[src/hdl/assert_macros.svh]
// ----------------------------------------------------------------------------
// assertion macros
// concurrent property checks that compile away when ASSERT_OFF is defined
// ----------------------------------------------------------------------------
`ifndef ASSERT_MACROS_SVH
`define ASSERT_MACROS_SVH

`ifndef ASSERT_OFF
// clocked implication check, disabled while reset is asserted
`define ASSERT_CLK(label, clk, rst, prop, msg) \
   label: assert property (@(posedge clk) disable iff (rst) (prop)) else $error(msg);
// combinational invariant sampled at the clock edge
`define ASSERT_INV(label, clk, rst, expr, msg) \
   label: assert property (@(posedge clk) disable iff (rst) (expr)) else $error(msg);
`else
`define ASSERT_CLK(label, clk, rst, prop, msg)
`define ASSERT_INV(label, clk, rst, expr, msg)
`endif

`endif

[src/hdl/ple_pkg.sv]
// ----------------------------------------------------------------------------
// ple_pkg
// shared types and field widths of the positional list engine
// ----------------------------------------------------------------------------
package ple_pkg;

   localparam int REQ_TYPE_W = 2;
   localparam int POS_W      = 7;
   localparam int VALUE_W    = 32;
   localparam int STATUS_W   = 2;
   localparam int LEN_W      = 7;

   typedef enum logic [REQ_TYPE_W-1:0] {
      REQ_APPEND = 2'd0,
      REQ_INSERT = 2'd1,
      REQ_DELETE = 2'd2,
      REQ_READ   = 2'd3
   } req_kind_type;

   typedef enum logic [STATUS_W-1:0] {
      ST_OK      = 2'd0,
      ST_BAD_POS = 2'd1,
      ST_FULL    = 2'd2
   } status_type;

   typedef enum logic [1:0] {
      S_IDLE,
      S_EXEC,
      S_DONE
   } state_type;

   typedef enum logic [1:0] {
      CELL_HOLD,
      CELL_INSERT,
      CELL_DELETE
   } cell_op_type;

   // broadcast to every cell of the chain
   typedef struct packed {
      cell_op_type op;
      logic        rd_load;
      logic        rd_en;
   } cell_ctl_type;

endpackage

[src/hdl/ple_cell.sv]
// ----------------------------------------------------------------------------
// ple_cell
// one list slot: holds an entry and shifts with its neighbors on insert/delete
// ----------------------------------------------------------------------------
module ple_cell
   import ple_pkg::*;
#(
   parameter int DATA_WIDTH = 32,
   parameter int IDX_W      = 6,
   parameter int INDEX      = 0
) (
   input  logic                  clock,
   input  cell_ctl_type          ctl,
   input  logic [IDX_W-1:0]      at,
   input  logic [DATA_WIDTH-1:0] wr_data,
   input  logic [DATA_WIDTH-1:0] prev_data,
   input  logic [DATA_WIDTH-1:0] next_data,
   output logic [DATA_WIDTH-1:0] data,
   output logic [DATA_WIDTH-1:0] rd_data
);

   localparam logic [IDX_W-1:0] MY_IDX = IDX_W'(INDEX);

   logic [DATA_WIDTH-1:0] data_ff, data_in;
   logic [DATA_WIDTH-1:0] rd_ff, rd_in;
   logic                  match;
   logic                  after;

   assign match = (at == MY_IDX);
   assign after = (MY_IDX > at);

   always_comb begin
      data_in = data_ff;
      case (ctl.op)
         CELL_INSERT: begin
            if (after) begin
               data_in = prev_data;
            end else if (match) begin
               data_in = wr_data;
            end
         end
         CELL_DELETE: begin
            if (after || match) begin
               data_in = next_data;
            end
         end
         default: data_in = data_ff;
      endcase
   end

   // masked read leaf, or-ed together at the top
   always_comb begin
      rd_in = rd_ff;
      if (ctl.rd_load) begin
         rd_in = (ctl.rd_en && match) ? data_ff : '0;
      end
   end

   always_ff @(posedge clock) begin
      data_ff <= data_in;
      rd_ff   <= rd_in;
   end

   assign data    = data_ff;
   assign rd_data = rd_ff;

endmodule

[config.mk]
export PLATFORM = sky130hd
export DESIGN_NAME = ple_cell
export DESIGN_NICKNAME = d
export VERILOG_FILES = /design/src/hdl/assert_macros.svh /design/src/hdl/ple_pkg.sv /design/src/hdl/ple_cell.sv
export SDC_FILE = /design/constraint.sdc
export NUM_CORES = 1
export LEC_CHECK = 0
export BUFFER_PORTS_ARGS = -buffer_cell sky130_fd_sc_hd__buf_4
export CAP_MARGIN = 20
export CORE_UTILIZATION = 47
export DETAILED_ROUTE_END_ITERATION = 10
export PLACE_DENSITY = 0.85
export SLEW_MARGIN = 5
export SYNTH_ARGS = -nofsm -noshare
export SYNTH_HDL_FRONTEND = slang
export SYNTH_SLANG_ARGS = --single-unit
[constraint.sdc]
create_clock -name clock -period 10 [get_ports clock]
set_input_delay 1.5 -clock clock [delete_from_list [all_inputs] [get_ports clock]]
set_output_delay 1.5 -clock clock [all_outputs]
set_load 0.05 [all_outputs]
==> results.toml, run 1 <==
[run_status]
status = "finished clean"

[place]
portBuffers = 138
place_congestion = 0.7604
dp_cells = 379

[yosys]
yosys.area.top_type = "edfxtp_1"
synth.distinct_cells = 15
synth_flop_cell = "edfxtp_1"
synthesis.area_mm2 = 0.002957
syn_inst = 183
synth_edf_count = 64
syn_area_per_cell_um2 = 16.16
ys_seq_area_frac = 0.6500
syn_nets = 290
synth_common_cells = "64 x edfxtp_1, 32 x nand2_1, 30 x mux2_2"
yosysWarnings = 0
synth_most_common_cell = "edfxtp_1"
synthArstFlopShare = 0
synth-seq-cells = 64
synth.top_cell.area_share = 0.6500
synthTopCellsByArea = "edfxtp_1 65%, nor4_2 12%, mux2_2 11%"

[finish]
nets = 422
stdcell_count = 393
antenna_cells = 0
syn_to_final_growth_pct = 40.03
drive_gt1_frac = 0.6667

[global_routing]
grt-ovfl-total = 0
grt_pass1_wl_um = 9798
grtUsageTotal = 0.2076
grt_max_degree = 34
antenna_found_initial = 0
grt_pass1_vias = 2021

[floorplan]
core_area_mm2 = 0.005991
ioPinCount = 171
die_x_um = 81.32
row_count = 28
die_h_um = 81.32
die_area_mm2 = 0.006612
start_util = 0.4935

[sta]
rsz0062_at_grt = "false"
tns_ns = 0
maxSlewHeadroom = 0.5269
fin_crit_ns = 3.554
clock.fmax_mhz = 281.4
skew_ns = 0.004822
tightest_slew_ns = 0.7044
finalSetupViolCount = 0
maxSlewViolCount = 0
hold_viol = 0
period_share = 0.3554

[route]
vias = 2047
first_pass_iters = 4
ant_nets = 0
route.detailed.drc = 0
viasPerCell = 5.209
wl_per_cell_um = 16.99
drt_iter0_drc = 53
wl_um = 6676

[clocking]
htreeDepth = 3
ctsHoldBuffers = 0
clk_latency_ns = 0.33
cts_tree = "yes"
root_buffer = "clkbuf_8"
post_cts_buffers = 0
numClockSinks = 64
cts_resized = 0
numCtsBuffers = 9
clockBufferDepth = 2
clk_pin_slew_ns = 0.07

[setup_path]
slowest_stage = "or4_4"
path_class = "in2reg"
start_kind = "input port"
crit_top_cell = "buf_4"
path_max_fanout = 33
crit_path_max_incr_delay_ns = 0.81
reg2regPathDepth = 2
path_cells = "buf_4, or4_4, nor4_4, buf_4"
cp.arrival_ns = 3.55
r2r_end = "rd_data[21]"
r2r_start = "data[21]"
critPathCaptureType = "flop"
r2r_slack_ns = 9.14
cp.required_ns = 10.00

[worst_hold_path]
hp-start = "data[31]"
hold_depth = 2
holdPathEnd = "rd_data[31]"
holdCritPathClass = "reg2reg"

[flow_run]
drv_cap = 0

[pwr]
power_density_mw_per_mm2 = 134.2
ir_drop_mv = 0.1014
p_leak_nw = 1.604
-- per-stage QoR --
stage / utilization / power, mW / setup slack, ns / instance area [um2] / hold WS (ns)
floorplan: - / 0.3505 / 5.411 / 2957 / 0.9283
global placement: 0.6671 / 0.3835 / 6.132 / 3996 / 0.6389
detailed placement: 0.6671 / 0.3852 / 6.085 / 3996 / 0.6477
CTS: 0.6911 / 0.5585 / 6.464 / 4140 / 0.6587
global route: 0.6911 / 0.5726 / 6.373 / 4140 / 0.6852
finish: 0.6911 / 0.5556 / 6.446 / 4140 / 0.6572
-- logic make-up (layout without fill, tap and decap cells) --
logic type,after synthesis,in the layout,synth area share
xor gates and xnor gates,1,1,0.002963
DFF,64,64,0.6500
and+or+nand+nor,67,67,0.1858
muxes,32,32,0.1219
buffers and inverters,19,154,0.03935
-- layout by cell type, fill, tap and decap left out --
master	n
buf_4	140
clkbuf_1	3
clkbuf_8	9
clkinv_1	1
clkinv_2	1
edfxtp_1	64
mux2_1	2
mux2_2	30
nand2_1	32
nor2b_2	1
nor4_1	3
nor4_2	27
nor4_4	3
or4_4	1
xnor2_1	1
-- area by class of cell --
| cell class | instances | area [um2] |
|---|---|---|
| tap | 75 | 93.84 |
| timing repair buffer | 140 | 1051 |
| sequential | 64 | 1922 |
| multi-input combinational | 100 | 929.6 |
| fill | 429 | 1851 |
| clock buffer | 12 | 135.1 |
| clock inverter | 2 | 8.758 |
-- layer usage --
metal / share of wire / vias up / wire [um] / track usage
li1: - / 964 / - / -
met1: 0.36 / 959 / 2412 / 0.2349
met2: 0.53 / 107 / 3532 / 0.3500
met3: 0.079 / 17 / 526 / 0.05730
met4: 0.031 / 0 / 205 / 0.1196
met5: 0 / - / 0 / 0
-- worst max-delay path: cells and delay by family --
| kind | cells | cell delay (ns) |
|---|---|---|
| buf+inv | 2 | 0.53 |
| simple gates | 2 | 1.50 |
-- where the power goes --
part | switching, mW | total, mW | leakage [nW] | internal [mW]
logic | 0.0427 | 0.0776 | 0.899 | 0.0349
clock network | 0.0898 | 0.176 | 0.0737 | 0.0862
registers | 0.00150 | 0.302 | 0.631 | 0.300
total | 0.134 | 0.556 | 1.60 | 0.422
-- flip-flops by register name, indices dropped and copies added (netlist names) --
signal	count
data	32
rd_data	32
-- worst max path at each step --
stage / cells after the start / from / endpoint
global route: 4 / at[3] / data[25]
global placement: 4 / at[3] / data[21]
CTS: 4 / at[3] / data[24]
floorplan: 4 / at[3] / data[0]
detailed placement: 4 / at[3] / data[28]
finish: 4 / at[3] / data[27]
Note: power is estimated with default switching activity, not from simulation.
==> run 2, diff against run 1 <==
--- a/config.mk
+++ b/config.mk
@@ -5,11 +5,12 @@
 export SDC_FILE = /design/constraint.sdc
 export NUM_CORES = 1
 export LEC_CHECK = 0
+export ABC_AREA = 1
 export BUFFER_PORTS_ARGS = -buffer_cell sky130_fd_sc_hd__buf_4
 export CAP_MARGIN = 20
-export CORE_UTILIZATION = 47
+export CORE_UTILIZATION = 39
 export DETAILED_ROUTE_END_ITERATION = 10
-export PLACE_DENSITY = 0.85
+export PLACE_DENSITY = 0.77
 export SLEW_MARGIN = 5
 export SYNTH_ARGS = -nofsm -noshare
 export SYNTH_HDL_FRONTEND = slang
==> constraint.sdc (replaced) <==
create_clock -name clock -period 3 [get_ports clock]
set_input_delay 0.45 -clock clock [delete_from_list [all_inputs] [get_ports clock]]
set_output_delay 0.45 -clock clock [all_outputs]
set_load 0.05 [all_outputs]
==> run 2 against run 1 <==
Synthesized area is 6.1% lower. Sequential share of layout area rose by 0.93 points. Cell count up 24%. Critical path type unchanged. Synthesized cell count increased by 33%. First-iteration DRC count is 23% higher. Wire length down 14%.
==> results.toml, run 2 <==
[run_status]
status = "finished clean"

[sta]
tightest_slew_ns = 0.6923
rsz0062_at_grt = "false"
fin_crit_ns = 1.753
hold_viol = 0
skew_ns = 0.009639
maxSlewViolCount = 0
period_share = 0.5843
finalSetupViolCount = 0
clock.fmax_mhz = 570.4
tns_ns = 0
maxSlewHeadroom = 0.5385

[floorplan]
row_count = 30
die_area_mm2 = 0.007464
start_util = 0.4066
die_x_um = 86.40
ioPinCount = 171
die_h_um = 86.40
core_area_mm2 = 0.006832

[setup_path]
critPathCaptureType = "flop"
start_kind = "input port"
path_class = "in2reg"
cp.required_ns = 3.05
r2r_slack_ns = 2.21
path_max_fanout = 36
cp.arrival_ns = 1.81

[yosys]
synth.distinct_cells = 13
synth_most_common_cell = "inv_1"
ys_seq_area_frac = 0.6919
syn_nets = 350
yosys.area.top_type = "edfxtp_1"
synth.top_cell.area_share = 0.6919
synth_common_cells = "65 x inv_1, 64 x edfxtp_1, 35 x nor2_1"
syn_inst = 243
yosysWarnings = 0
synth_edf_count = 64
synthesis.area_mm2 = 0.002778
syn_area_per_cell_um2 = 11.43
synthTopCellsByArea = "edfxtp_1 69%, inv_1 8.8%, o21ai_2 7.3%"
synth_flop_cell = "edfxtp_1"
synth-seq-cells = 64
synthArstFlopShare = 0

[global_routing]
grt_pass1_vias = 1996
grt_max_degree = 37
grtUsageTotal = 0.1629
grt-ovfl-total = 0
grt_pass1_wl_um = 9011
antenna_found_initial = 0

[clocking]
numClockSinks = 64
cts_resized = 0
clockBufferDepth = 2
clk_pin_slew_ns = 0.07
ctsHoldBuffers = 0
htreeDepth = 3
clk_latency_ns = 0.32
cts_tree = "yes"
post_cts_buffers = 0
numCtsBuffers = 9
root_buffer = "clkbuf_8"

[place]
portBuffers = 138
place_congestion = 0.7201
place_hpwl_um = 4371

[route]
wl_um = 5710
ant_nets = 0
viasPerCell = 4.230
drt_iter0_drc = 65
route.detailed.drc = 0
vias = 2056
first_pass_iters = 4
wl_per_cell_um = 11.75

[pwr]
finalPower_mw = 1.913
ir_drop_mv = 0.1882
power_density_mw_per_mm2 = 471.2
p_leak_nw = 2.025

[finish]
final_cell_mix = "141 x buf_4, 65 x inv_1, 64 x edfxtp_1"
register_area_mm2 = 0.001922
multi_input_area_um2 = 535.5
drive_gt1_frac = 0.4564
final_common_cell = "buf_4"
n_fill_cell = 615
antenna_cells = 0
syn_to_final_growth_pct = 46.13
nets = 492

[worst_hold_path]
holdCritPathClass = "in2reg"

[flow_run]
drv_cap = 0
==> run 2: cell types whose count changed in the layout (fill, tap and decap cells not counted), moves of 2 or more <==
cell / change
inv_1: +65
mux2_1: -2
nor2_1: +35
nor4_2: -27
nor4_4: -3
o21ai_1: +9
nor4_1: -3
mux2_2: -30
o21ai_2: +23
==> run 2: layout make-up <==
type | instances | area share
clock buffers | 11 | 0.03237
inverters | 65 | 0.06011
well taps | 96 | 0.02959
clock inverters | 5 | 0.01171
flip-flops and latches | 64 | 0.4735
repair buffers | 141 | 0.2608
multi-input cells | 104 | 0.1319
==> run 2: through the flow <==
stage	hold WS [ns]	worst slack, ns	cells	util	instance area, um2
after global routing	0.3878	1.134	486	0.5941	4059
after floorplan	0.5625	0.09799	243	-	2778
after CTS	0.3805	1.251	486	0.5941	4059
final	0.3982	1.247	486	0.5941	4059
after global placement	0.5605	0.9435	470	0.5679	3880
after detailed placement	0.5638	0.9018	470	0.5679	3880
==> run 2: path summary, 6_finish.rpt <==
path	startpoint	end	cells after the start
setup / recovery	ctl[3]	data[30]	5
setup reg to reg	data[31]	rd_data[31]	2
hold reg to reg	data[13]	rd_data[13]	2
hold / removal	wr_data[6]	data[6]	3
==> run 2: power by group <==
group / internal [mW] / switching (mW)
clock network: 0.376 / 0.301
logic: 0.104 / 0.126
registers: 1.00 / 0.00459
==> run 2: critical path, cell delays in order <==
cell and delay [ns]:
buf_4 0.11, inv_1 0.06, or2_2 0.56, buf_4 0.48, o21ai_1 0.12
==> run 2: cell families (layout without fill, tap and decap cells) <==
| group | after synthesis | after routing | share of synthesized area |
|---|---|---|---|
| AO/OA/AOI/OAI | 33 | 33 | 0.09054 |
| flip-flops | 64 | 64 | 0.6919 |
| buffers and inverters | 75 | 222 | 0.1194 |
| AND/OR/NAND/NOR | 71 | 71 | 0.09820 |
==> run 2: layer usage <==
layer  up-vias  track usage  wire, um
met5         -            0         0
met4         0       0.1197       195
met3        18      0.04190       317
met2        75       0.2850      3068
met1       921       0.1691      2129
li1       1042            -         -
